[src/hdl/dzv_pkg.sv]
// ----------------------------------------------------------------------------
// dzv_pkg - shared types and constants
// Payload structs, front-to-back token format, status codes and the
// register map of the zigzag delta varint decoder.
// ----------------------------------------------------------------------------
package dzv_pkg;

   localparam int MAX_GROUP_BYTES_DEFAULT = 10;
   localparam int QUEUE_DEPTH_DEFAULT     = 4;

   localparam logic [7:0] GROUP_MASK = 8'h7F;
   localparam int         CONT_BIT   = 7;
   localparam int         GROUP_BITS = 7;
   localparam int         VALUE_W    = 64;
   localparam int         COUNT_W    = 32;

   localparam logic [2:0] ST_OK       = 3'd0;
   localparam logic [2:0] ST_TOO_LONG = 3'd1;
   localparam logic [2:0] ST_CUT_OFF  = 3'd2;
   localparam logic [2:0] ST_SHORT    = 3'd3;
   localparam logic [2:0] ST_NEGATIVE = 3'd4;

   localparam int                    CSR_ADDR_W       = 2;
   localparam int                    CSR_DATA_W       = 32;
   localparam logic [CSR_ADDR_W-1:0] ADDR_VALUE_COUNT = 2'd0;

   typedef struct packed {
      logic [7:0] data_byte;
      logic       end_of_data;
   } req_payload_type;

   typedef struct packed {
      logic [VALUE_W-1:0] value;
      logic               last;
      logic [2:0]         status;
   } rsp_payload_type;

   typedef enum logic [1:0] {
      TOK_VALUE,
      TOK_ERROR,
      TOK_END
   } token_kind_type;

   typedef struct packed {
      token_kind_type     kind;
      logic [2:0]         status;
      logic               first;
      logic               count_hit;
      logic               end_flag;
      logic [VALUE_W-1:0] acc;
   } token_type;

   typedef struct packed {
      logic full;
      logic empty;
   } queue_status_type;

endpackage

[src/hdl/delta_zigzag_varint_decoder_top.sv]
// ----------------------------------------------------------------------------
// delta_zigzag_varint_decoder_top - zigzag delta varint decoder
// Decodes a little-endian 7-bit varint byte stream into absolute values.
//
//   channel | direction | handshake            | payload
//   req_    | in        | push / full          | data_byte, end_of_data
//   rsp_    | out       | pop / empty          | value, last, status
//   csr_    | in/out    | psel penable pwrite  | value_count at address 0
//
// One byte per clock sustained while req_full is low; a finished value's token
// is written into the token queue, and the back then takes it from there into
// the result register once that register is free or being popped.
// The token queue decouples intake from the delta adder and result register;
// full rises only when the queue is full while results are not popped.
// Reset is synchronous and clears count, control state and queue at once.
// ----------------------------------------------------------------------------
module delta_zigzag_varint_decoder_top #(
   parameter int MAX_GROUP_BYTES = dzv_pkg::MAX_GROUP_BYTES_DEFAULT,
   parameter int QUEUE_DEPTH     = dzv_pkg::QUEUE_DEPTH_DEFAULT
) (
   input  logic                           clock,
   input  logic                           reset,
   input  logic                           req_push,
   output logic                           req_full,
   input  dzv_pkg::req_payload_type       req_payload,
   output logic                           rsp_empty,
   input  logic                           rsp_pop,
   output dzv_pkg::rsp_payload_type       rsp_payload,
   input  logic                           csr_psel,
   input  logic                           csr_penable,
   input  logic                           csr_pwrite,
   input  logic [dzv_pkg::CSR_ADDR_W-1:0] csr_paddr,
   input  logic [dzv_pkg::CSR_DATA_W-1:0] csr_pwdata,
   output logic [dzv_pkg::CSR_DATA_W-1:0] csr_prdata,
   output logic                           csr_pready
);
   import dzv_pkg::*;

   logic [COUNT_W-1:0] value_count_ff, value_count_in;
   logic               csr_write;
   logic               accept;
   logic               tok_write;
   token_type          tok_front;
   token_type          tok_back;
   logic               tok_take;
   queue_status_type   q_status;

   always_comb begin
      csr_write      = csr_psel && csr_penable && csr_pwrite && csr_pready &&
                       (csr_paddr == ADDR_VALUE_COUNT);
      value_count_in = csr_write ? csr_pwdata : value_count_ff;
      csr_prdata     = (csr_paddr == ADDR_VALUE_COUNT) ? value_count_ff : '0;
   end

   assign csr_pready = 1'b1;

   always_ff @(posedge clock) begin
      if (reset) begin
         value_count_ff <= '0;
      end else begin
         value_count_ff <= value_count_in;
      end
   end

   assign req_full = q_status.full;
   assign accept   = req_push && !req_full;

   dzv_front #(
      .MAX_GROUP_BYTES(MAX_GROUP_BYTES)
   ) u_front (
      .clock      (clock),
      .reset      (reset),
      .value_count(value_count_ff),
      .accept     (accept),
      .payload    (req_payload),
      .tok_write  (tok_write),
      .tok        (tok_front)
   );

   dzv_queue #(
      .DEPTH(QUEUE_DEPTH)
   ) u_queue (
      .clock  (clock),
      .reset  (reset),
      .wr_en  (tok_write),
      .wr_data(tok_front),
      .rd_en  (tok_take),
      .rd_data(tok_back),
      .status (q_status)
   );

   dzv_back u_back (
      .clock      (clock),
      .reset      (reset),
      .tok_valid  (!q_status.empty),
      .tok        (tok_back),
      .tok_take   (tok_take),
      .rsp_pop    (rsp_pop),
      .rsp_empty  (rsp_empty),
      .rsp_payload(rsp_payload)
   );

`ifndef SYNTHESIS
   a_error_is_last: assert property (@(posedge clock) disable iff (reset)
      !rsp_empty |-> (rsp_payload.status == ST_OK || rsp_payload.last))
      else $error("error result without last");

   a_error_value_zero: assert property (@(posedge clock) disable iff (reset)
      (!rsp_empty && rsp_payload.status != ST_OK) |-> (rsp_payload.value == '0))
      else $error("error result with nonzero value");

   a_empty_after_reset: assert property (@(posedge clock)
      $past(reset) |-> rsp_empty)
      else $error("result present right after reset");

   a_no_token_when_full: assert property (@(posedge clock) disable iff (reset)
      q_status.full |-> !tok_write)
      else $error("token written into full queue");
`endif

endmodule

[src/hdl/dzv_queue.sv]
// ----------------------------------------------------------------------------
// dzv_queue - token queue between front and back
// Small register queue; write and read in the same cycle are allowed.
// ----------------------------------------------------------------------------
module dzv_queue #(
   parameter int DEPTH = dzv_pkg::QUEUE_DEPTH_DEFAULT
) (
   input  logic                      clock,
   input  logic                      reset,
   input  logic                      wr_en,
   input  dzv_pkg::token_type        wr_data,
   input  logic                      rd_en,
   output dzv_pkg::token_type        rd_data,
   output dzv_pkg::queue_status_type status
);
   import dzv_pkg::*;

   localparam int PTR_W = $clog2(DEPTH);
   localparam int CNT_W = $clog2(DEPTH + 1);

   token_type        slot_ff [DEPTH];
   logic [PTR_W-1:0] wr_ptr_ff, wr_ptr_in;
   logic [PTR_W-1:0] rd_ptr_ff, rd_ptr_in;
   logic [CNT_W-1:0] count_ff, count_in;

   always_comb begin
      wr_ptr_in = wr_ptr_ff;
      rd_ptr_in = rd_ptr_ff;
      count_in  = count_ff;
      if (wr_en) begin
         wr_ptr_in = (wr_ptr_ff == PTR_W'(DEPTH - 1)) ? '0 : wr_ptr_ff + 1'b1;
      end
      if (rd_en) begin
         rd_ptr_in = (rd_ptr_ff == PTR_W'(DEPTH - 1)) ? '0 : rd_ptr_ff + 1'b1;
      end
      case ({wr_en, rd_en})
         2'b10:   count_in = count_ff + 1'b1;
         2'b01:   count_in = count_ff - 1'b1;
         default: count_in = count_ff;
      endcase
   end

   always_ff @(posedge clock) begin
      if (reset) begin
         wr_ptr_ff <= '0;
         rd_ptr_ff <= '0;
         count_ff  <= '0;
      end else begin
         wr_ptr_ff <= wr_ptr_in;
         rd_ptr_ff <= rd_ptr_in;
         count_ff  <= count_in;
      end
   end

   always_ff @(posedge clock) begin
      if (wr_en) begin
         slot_ff[wr_ptr_ff] <= wr_data;
      end
   end

   assign rd_data      = slot_ff[rd_ptr_ff];
   assign status.full  = (count_ff == CNT_W'(DEPTH));
   assign status.empty = (count_ff == '0);

endmodule

[src/hdl/dzv_front.sv]
// ----------------------------------------------------------------------------
// dzv_front - byte intake and group assembly
// Assembles 7-bit groups, counts values, flags length and cut-off errors
// and hands one token per finished group, error or buffer end to the back.
// ----------------------------------------------------------------------------
module dzv_front #(
   parameter int MAX_GROUP_BYTES = dzv_pkg::MAX_GROUP_BYTES_DEFAULT
) (
   input  logic                         clock,
   input  logic                         reset,
   input  logic [dzv_pkg::COUNT_W-1:0]  value_count,
   input  logic                         accept,
   input  dzv_pkg::req_payload_type     payload,
   output logic                         tok_write,
   output dzv_pkg::token_type           tok
);
   import dzv_pkg::*;

   localparam int IDX_W = $clog2(MAX_GROUP_BYTES);

   logic [VALUE_W-1:0] acc_ff, acc_in;
   logic [IDX_W-1:0]   idx_ff, idx_in;
   logic [COUNT_W-1:0] done_ff, done_in;
   logic               halted_ff, halted_in;

   logic               active;
   logic               cont;
   logic [6:0]         shift;
   logic [VALUE_W-1:0] acc_new;
   logic [IDX_W:0]     next_idx;
   logic               too_long;

   always_comb begin
      active   = !halted_ff && (done_ff < value_count);
      cont     = payload.data_byte[CONT_BIT];
      shift    = 7'(idx_ff) * 7'(GROUP_BITS);
      acc_new  = acc_ff | (VALUE_W'(payload.data_byte & GROUP_MASK) << shift);
      next_idx = {1'b0, idx_ff} + 1'b1;
      too_long = (next_idx >= (IDX_W + 1)'(MAX_GROUP_BYTES));
   end

   always_comb begin
      acc_in        = acc_ff;
      idx_in        = idx_ff;
      done_in       = done_ff;
      halted_in     = halted_ff;
      tok_write     = 1'b0;
      tok.kind      = TOK_END;
      tok.status    = ST_OK;
      tok.first     = (done_ff == '0);
      tok.count_hit = (COUNT_W'(done_ff + 1'b1) == value_count);
      tok.end_flag  = payload.end_of_data;
      tok.acc       = acc_new;
      if (accept) begin
         if (active) begin
            if (cont) begin
               if (too_long) begin
                  tok_write  = 1'b1;
                  tok.kind   = TOK_ERROR;
                  tok.status = ST_TOO_LONG;
                  halted_in  = 1'b1;
               end else if (payload.end_of_data) begin
                  tok_write  = 1'b1;
                  tok.kind   = TOK_ERROR;
                  tok.status = ST_CUT_OFF;
                  halted_in  = 1'b1;
               end else begin
                  idx_in = next_idx[IDX_W-1:0];
                  acc_in = acc_new;
               end
            end else begin
               tok_write = 1'b1;
               tok.kind  = TOK_VALUE;
               done_in   = done_ff + 1'b1;
               acc_in    = '0;
               idx_in    = '0;
            end
         end else if (payload.end_of_data) begin
            tok_write = 1'b1;
         end
         if (payload.end_of_data) begin
            acc_in    = '0;
            idx_in    = '0;
            done_in   = '0;
            halted_in = 1'b0;
         end
      end
   end

   always_ff @(posedge clock) begin
      if (reset) begin
         acc_ff    <= '0;
         idx_ff    <= '0;
         done_ff   <= '0;
         halted_ff <= 1'b0;
      end else begin
         acc_ff    <= acc_in;
         idx_ff    <= idx_in;
         done_ff   <= done_in;
         halted_ff <= halted_in;
      end
   end

endmodule

[src/hdl/dzv_back.sv]
// ----------------------------------------------------------------------------
// dzv_back - delta accumulation and result register
// Applies zigzag deltas to the running value, checks sign and count,
// and holds one result for the output side.
// ----------------------------------------------------------------------------
module dzv_back (
   input  logic                     clock,
   input  logic                     reset,
   input  logic                     tok_valid,
   input  dzv_pkg::token_type       tok,
   output logic                     tok_take,
   input  logic                     rsp_pop,
   output logic                     rsp_empty,
   output dzv_pkg::rsp_payload_type rsp_payload
);
   import dzv_pkg::*;

   logic [VALUE_W-1:0] running_ff, running_in;
   logic               halted_ff, halted_in;
   logic               out_valid_ff, out_valid_in;
   rsp_payload_type    out_ff, out_in;

   logic [VALUE_W-1:0] delta;
   logic [VALUE_W-1:0] sum;
   logic [VALUE_W-1:0] new_running;
   logic               neg;
   logic               emit;
   logic               halt;

   always_comb begin
      tok_take    = tok_valid && (!out_valid_ff || rsp_pop);
      delta       = {1'b0, tok.acc[VALUE_W-1:1]} ^ {VALUE_W{tok.acc[0]}};
      sum         = running_ff + delta;
      new_running = tok.first ? tok.acc : sum;
      neg         = !tok.first && sum[VALUE_W-1];
   end

   always_comb begin
      emit       = 1'b0;
      halt       = 1'b0;
      running_in = running_ff;
      out_in     = out_ff;
      if (tok_take && !halted_ff) begin
         case (tok.kind)
            TOK_VALUE: begin
               emit       = 1'b1;
               running_in = new_running;
               if (neg) begin
                  out_in = '{value: '0, last: 1'b1, status: ST_NEGATIVE};
                  halt   = 1'b1;
               end else if (tok.count_hit) begin
                  out_in = '{value: new_running, last: 1'b1, status: ST_OK};
               end else if (tok.end_flag) begin
                  out_in = '{value: '0, last: 1'b1, status: ST_SHORT};
                  halt   = 1'b1;
               end else begin
                  out_in = '{value: new_running, last: 1'b0, status: ST_OK};
               end
            end
            TOK_ERROR: begin
               emit   = 1'b1;
               halt   = 1'b1;
               out_in = '{value: '0, last: 1'b1, status: tok.status};
            end
            default: begin
               emit = 1'b0;
            end
         endcase
      end
      halted_in = halted_ff;
      if (tok_take) begin
         halted_in = tok.end_flag ? 1'b0 : (halted_ff || halt);
      end
      if (emit) begin
         out_valid_in = 1'b1;
      end else if (rsp_pop) begin
         out_valid_in = 1'b0;
      end else begin
         out_valid_in = out_valid_ff;
      end
   end

   always_ff @(posedge clock) begin
      if (reset) begin
         halted_ff    <= 1'b0;
         out_valid_ff <= 1'b0;
      end else begin
         halted_ff    <= halted_in;
         out_valid_ff <= out_valid_in;
      end
   end

   always_ff @(posedge clock) begin
      running_ff <= running_in;
      out_ff     <= out_in;
   end

   assign rsp_empty   = !out_valid_ff;
   assign rsp_payload = out_ff;

endmodule
[config.mk]
export PLATFORM = sky130hd
export DESIGN_NAME = delta_zigzag_varint_decoder_top
export DESIGN_NICKNAME = d
export VERILOG_FILES = /design/src/hdl/dzv_pkg.sv /design/src/hdl/delta_zigzag_varint_decoder_top.sv /design/src/hdl/dzv_queue.sv /design/src/hdl/dzv_front.sv /design/src/hdl/dzv_back.sv
export SDC_FILE = /design/constraint.sdc
export NUM_CORES = 1
export LEC_CHECK = 0
export BUFFER_PORTS_ARGS = -buffer_cell sky130_fd_sc_hd__buf_4
export CORE_ASPECT_RATIO = 1.75
export CORE_MARGIN = 2
export CORE_UTILIZATION = 30
export CTS_CLUSTER_DIAMETER = 80
export CTS_CLUSTER_SIZE = 16
export DETAILED_ROUTE_END_ITERATION = 6
export GPL_ROUTABILITY_DRIVEN = 0
export PLACE_DENSITY = 0.44
export REMOVE_ABC_BUFFERS = 1
export SKIP_CTS_REPAIR_TIMING = 1
export SLEW_MARGIN = 25
export SYNTH_ARGS = -nofsm -noshare
export SYNTH_HDL_FRONTEND = slang
export SYNTH_SLANG_ARGS = --single-unit
[constraint.sdc]
create_clock -name clock -period 5.5 [get_ports clock]
set_clock_uncertainty 0.2 [all_clocks]
set_input_delay 0.55 -clock clock [delete_from_list [all_inputs] [get_ports clock]]
set_output_delay 0.55 -clock clock [all_outputs]
set_load 0.03 [all_outputs]
==> results of run 1 <==
critical path: stages (launching register included):
cell and delay [ps]:
edfxtp_1 500, mux4_4 650, buf_4 210, buf_12 160, xor2_1 160, ha_1 390, a21oi_1 270, o21ai_0 210
a211oi_1 550, o221ai_1 240, nor2_2 280, a21oi_2 190, a31oi_1 340, mux2i_1 460, a21oi_1 120, buf_4 150
cell families after synthesis:
family / Yosys count
compound gates: 594
flops: 560
xor+xnor: 174
other cells: 1
mux: 82
fa+ha+maj: 108
simple gates: 674
buf+inv: 235
cell type report:
class / count / area, sq um
fill: 9167 / 60600
sequential: 560 / 15400
timing repair buffer: 233 / 1960
clock inverter: 4 / 45.0
antenna: 1 / 2.50
tap: 1200 / 1500
clock buffer: 72 / 1200
inverter: 73 / 277
multi-input combinational: 1634 / 11800
per-layer routing:
layer / vias to the layer above / part of all wire [%]
met5: - / 0.016
met4: 2 / 3.1
met3: 130 / 3.1
met2: 380 / 55
met1: 9660 / 38
li1: 9246 / -
worst paths after layout:
path / from / endpoint / slack (ps)
max: u_queue.slot_ff[3][0]$_DFFE_PP_ / u_back.rsp_payload[66]$_SDFFCE_PP0P_ / 150
min: csr_pwdata[21] / value_count_ff[21]$_SDFFE_PP0P_ / 20
max reg2reg: u_queue.slot_ff[3][0]$_DFFE_PP_ / u_back.rsp_payload[66]$_SDFFCE_PP0P_ / 150
min reg2reg: u_front.acc_ff[47]$_SDFFE_PP0P_ / u_front.acc_ff[47]$_SDFFE_PP0P_ / 270
through the flow:
stage / hold WS (ps) / power [mW] / area, sq um / setup TNS [ps]
after floorplan: 237 / 12.4 / 27300 / -938050
after global placement: 248 / 15.7 / 30600 / -11420
after detailed placement: 256 / 15.7 / 30700 / -13150
after CTS: -51.5 / 18.8 / 31900 / -12770
after global routing: 0.336 / 20.0 / 32200 / -18.6
final: 15.9 / 18.7 / 32200 / 0
flip-flops by register name, summed over array words and instances (netlist names), named ones only:
register and cells:
u_queue.slot_ff 284, u_back.rsp_payload 68, u_back.running_ff 64, u_front.acc_ff 64
u_front.done_ff 32, value_count_ff 32, u_front.idx_ff 4, u_queue.count_ff 3
u_queue.rd_ptr_ff 2, u_queue.wr_ptr_ff 2, u_back.halted_ff 1, u_back.out_valid_ff 1
u_front.halted_ff 1
power by group through the flow:
stage | Clock (mW) | Combinational [mW] | Sequential, mW
global placement | 0 | 10.1 | 5.62
CTS | 3.17 | 10.1 | 5.52
global route | 3.30 | 11.1 | 5.57
floorplan | 0 | 6.29 | 6.11
detailed placement | 0 | 10.1 | 5.61
finish | 3.04 | 10.2 | 5.52
placed cells by master (no fill, tap or decap), types with 17 or more instances in the layout:
master,count
clkbuf_1,27
nor4_1,20
nor3_1,63
mux4_2,70
xor2_1,103
edfxtp_1,416
a211oi_1,22
and4_1,29
buf_4,202
dfxtp_1,142
clkbuf_16,44
o21ai_0,95
ha_1,106
nand4_1,42
nor2_1,181
a21o_1,116
dlygate4sd3_1,17
a21oi_1,182
xnor2_1,71
inv_1,72
nand2_1,208
a31oi_1,72
nand3_1,23
nor2b_1,23
==> out/results.tsv, run 1 <==
metric	value	unit
Flop pwr share	29.5	%
Post-Synth Simple-Gate Area	11.8	%
Worst Setup Start Kind	register	
clock share of power	16.3	%
Hold Path Class	input pin to register	
sw frac	43.1	%
PD cells	582	nW/um^2
final hold violations	0	
vias	19400	
Synth Register Bits	560	
clock latency on the worst-skew pair	610	ps
drc violations	0	
dpl cells	3679	
max-cap violations	0	
Starting Density	30.2	%
clock transition at the registers of the reported paths	80	ps
Compound-Gate Fraction of Synth Area	13.5	%
Post-Synth Adder-Cell Area	4.88	%
clk root buf	clkbuf_16	
hpwl dp	57200	um
count leader, synth	edfxtp_1	
final worst slack	148	ps
crit end category	register	
Synth Area in XOR/XNOR	5.45	%
CP Class	register to register	
maximum vdd drop	0.238	mV
via-per-instance ratio	5.14	
H-tree Lvls	2	
Port Buffer Count	151	
area leader, netlist	edfxtp_1	
GRT Max-Usage Layer	met2	
Slew Viols, Final	0	
top post-synthesis cells by area	edfxtp_1 (45%), dfxtp_1 (10%), mux4_2 (5.6%), ha_1 (4.7%), a21oi_1 (3.3%)	
switching power total	8.08	mW
Avg Inst Size Synth	11.5	sq um
largest net degree at the start of global routing	111	
Worst EP arrival	5500	ps
min Tclk post-route	5350	ps
part of the Yosys area used for sequential elements	55.0	%
largest family of logic cells by synthesized area	compound AO/OA/AOI/OAI gates	
Unique masters post-synth	82	
Main synth FF type	edfxtp_1	
Synth Cell Area	28000	sq um
CTS Sinks	560	
Mapped Cells	2428	
initial DRC count	1230	
Slew @ Worst Pin	910	ps
Post-synth EDFFs	416	
Period Utilization, post-route	97.3	%
placement row count	148	
wire per inst	21.7	um
Reg2Reg Depth	15	
vias in the first global route	20200	
Pint	10.6	mW
max frequency	187	MHz
Max-Slew Margin vs Limit	38.9	%
WP data required	5640	ps
Leak	12.0	nW
global-route wire length before repair	124000	um
Ys Warns	0	
outcome	completed	
overall global routing resource usage	16.7	%
Detailed Route WL	82100	um
nets	2702	
async set or reset register ratio after synthesis	0	%
Area Growth Syn to Fin	15.0	%
TritonCTS clock tree	yes	
CTS buffer count	42	
first-pass detailed-route iteration total	5	
CP max FO	11	
non-filler cells, final	3777	
layout cell share with drive strength beyond 1	15.4	%
Yosys top cell area share	44.6	%
Core Area	92800	sq um
Die ar.	95800	sq um
proportion of synthesized area in mux cells	6.07	%
grt ovf	0	
pre-CTS WS	-343	ps
met2 Use GR	32.9	%
post-layout util	34.7	%
Hold Path Depth	3	
die height	408	um
Final ANT Viol Nets	0	
initial antenna violation count	2	
die width	235	um
# setup viols final	0	
Commonest cells post-synth	edfxtp_1 (416), nand2_1 (208), nor2_1 (185), a21oi_1 (183), dfxtp_1 (144)	
combinational power share	54.3	%
met3 Usage GRT	2.12	%
IO Count	153	
CTS Buffer Depth	3	
GR Layer Usage met1	18.1	%
No activity file was read; power rests on OpenSTA's default activity.
==> inputs of run 2 (changes only) <==
--- a/config.mk
+++ b/config.mk
@@ -13,7 +13,7 @@
 export CTS_CLUSTER_SIZE = 16
 export DETAILED_ROUTE_END_ITERATION = 6
 export GPL_ROUTABILITY_DRIVEN = 0
-export PLACE_DENSITY = 0.44
+export PLACE_DENSITY = 0.42
 export REMOVE_ABC_BUFFERS = 1
 export SKIP_CTS_REPAIR_TIMING = 1
 export SLEW_MARGIN = 25
==> constraint.sdc (replaced) <==
create_clock -name clock -period 6.65 [get_ports clock]
set_clock_uncertainty 0.2 [all_clocks]
set_input_delay 0.665 -clock clock [delete_from_list [all_inputs] [get_ports clock]]
set_output_delay 0.665 -clock clock [all_outputs]
set_load 0.03 [all_outputs]
==> out/results.tsv, run 2 (same netlist as run 1, synthesis figures left out) <==
metric	value	unit
reg2reg end	u_back.rsp_payload[61]$_SDFFCE_PP0P_	
final worst slack	729	ps
Die ar.	95800	sq um
RSZ-0062 raised after global routing	no	
first-pass detailed-route iteration total	5	
Worst EP arrival	6070	ps
overall global routing resource usage	17.3	%
Finished Cell Area	31600	sq um
initial DRC count	1097	
clock latency on the worst-skew pair	620	ps
wire per inst	22.4	um
min Tclk post-route	5920	ps
H-tree Lvls	2	
Final ANT Viol Nets	0	
initial antenna violation count	1	
fill count	9286	
Starting Density	30.2	%
TritonCTS clock tree	yes	
die height	408	um
Slew Viols, Final	0	
max frequency	169	MHz
Reg2Reg Depth	16	
clock transition at the registers of the reported paths	80	ps
placement row count	148	
final hold violations	0	
storage element area	15400	sq um
Slew @ Worst Pin	1020	ps
CTS Buffer Depth	3	
Period Utilization, post-route	89.0	%
vias in the first global route	20300	
IO Count	153	
grt ovf	0	
nets	2660	
Port Buffer Count	151	
most frequent cells in the layout	edfxtp_1 (416), nand2_1 (208), buf_4 (190)	
commonest non-fill, non-tap cell in the layout	edfxtp_1	
CP max FO	37	
FF-to-FF setup slack	730	ps
pre-CTS WS	641	ps
CTS Sinks	560	
drc violations	0	
WP data required	6800	ps
Hold Path Class	input pin to register	
die width	235	um
Area after DPL	30400	sq um
layout cell share with drive strength beyond 1	14.4	%
Worst Setup Start Kind	register	
Biggest register	u_queue.slot_ff	
clk root buf	clkbuf_16	
outcome	completed	
maximum vdd drop	0.217	mV
crit end category	register	
Leak	11.8	nW
Core Area	92800	sq um
Detailed Route WL	83800	um
Largest register FFs	284	
max-cap violations	0	
global-route wire length before repair	127000	um
vias	19300	
hpwl dp	58500	um
CTS buffer count	41	
via-per-instance ratio	5.17	
area occupied by multi-input gates	11800	sq um
Max-Slew Margin vs Limit	31.9	%
Worst Min Path Start	csr_pwdata[19]	
largest net degree at the start of global routing	73	
PD cells	483	nW/um^2
Hold Path Depth	3	
CP Class	register to register	
Area Growth Syn to Fin	13.0	%
Hold Path End	value_count_ff[19]$_SDFFE_PP0P_	
# setup viols final	0	
==> run 2: power breakdown <==
| part | internal [mW] | switching, mW |
|---|---|---|
| logic | 2.92 | 5.29 |
| registers | 4.42 | 0.151 |
| clock network | 1.22 | 1.28 |
| total | 8.55 | 6.73 |
==> run 2: layout make-up <==
cell class	instances	area share (%)
timing repair buffer	193	4.72
inverter	73	0.870
tap	1200	4.75
antenna	1	0.00791
clock inverter	6	0.273
clock buffer	70	3.59
multi-input combinational	1633	37.2
sequential	560	48.6
==> run 2: worst max-delay path by stage <==
| stage | endpoint | slack (ps) | cells after the start |
|---|---|---|---|
| after CTS | u_back.rsp_payload[61]$_SDFFCE_PP0P_ | 650 | 16 |
| final | u_back.rsp_payload[61]$_SDFFCE_PP0P_ | 730 | 16 |
| after floorplan | u_back.rsp_payload[3]$_SDFFCE_PP1P_ | -5010 | 5 |
| after global routing | u_back.rsp_payload[61]$_SDFFCE_PP0P_ | 530 | 16 |
| after detailed placement | u_back.rsp_payload[61]$_SDFFCE_PP0P_ | 640 | 16 |
| after global placement | u_back.rsp_payload[61]$_SDFFCE_PP0P_ | 640 | 16 |
==> run 2: metal layers <==
| layer | up-vias | GRT usage, % | routed length [um] |
|---|---|---|---|
| met5 | - | 0 | 0 |
| met2 | 406 | 34.1 | 46500 |
| li1 | 9167 | - | - |
| met1 | 9600 | 18.5 | 31300 |
| met4 | 0 | 6.31 | 3010 |
| met3 | 129 | 2.39 | 3050 |
==> run 2: stage by stage <==
stage	hold WS, ps	instances	power [mW]	utilization, %	setup TNS [ps]
after CTS	57.6	3734	15.5	34.1	0
after global placement	248	3658	12.9	32.7	0
final	103	3736	15.3	34.1	0
after detailed placement	257	3658	12.9	32.7	0
after floorplan	237	2266	10.3	-	-564350
after global routing	77.6	3735	16.3	34.1	0
==> run 2: worst max-delay path: stages, from the launching register on <==
cell and delay, ps:
dfxtp_4 370, mux4_4 1010, buf_4 450, xor2_1 230, ha_1 370, a21oi_1 240, o21ai_0 360, a41oi_1 570
a21oi_1 70, o21ai_0 340, buf_4 250, o21ai_0 80, buf_4 160, a21oi_1 380, mux2i_1 140, a31o_2 270
nor2b_1 120
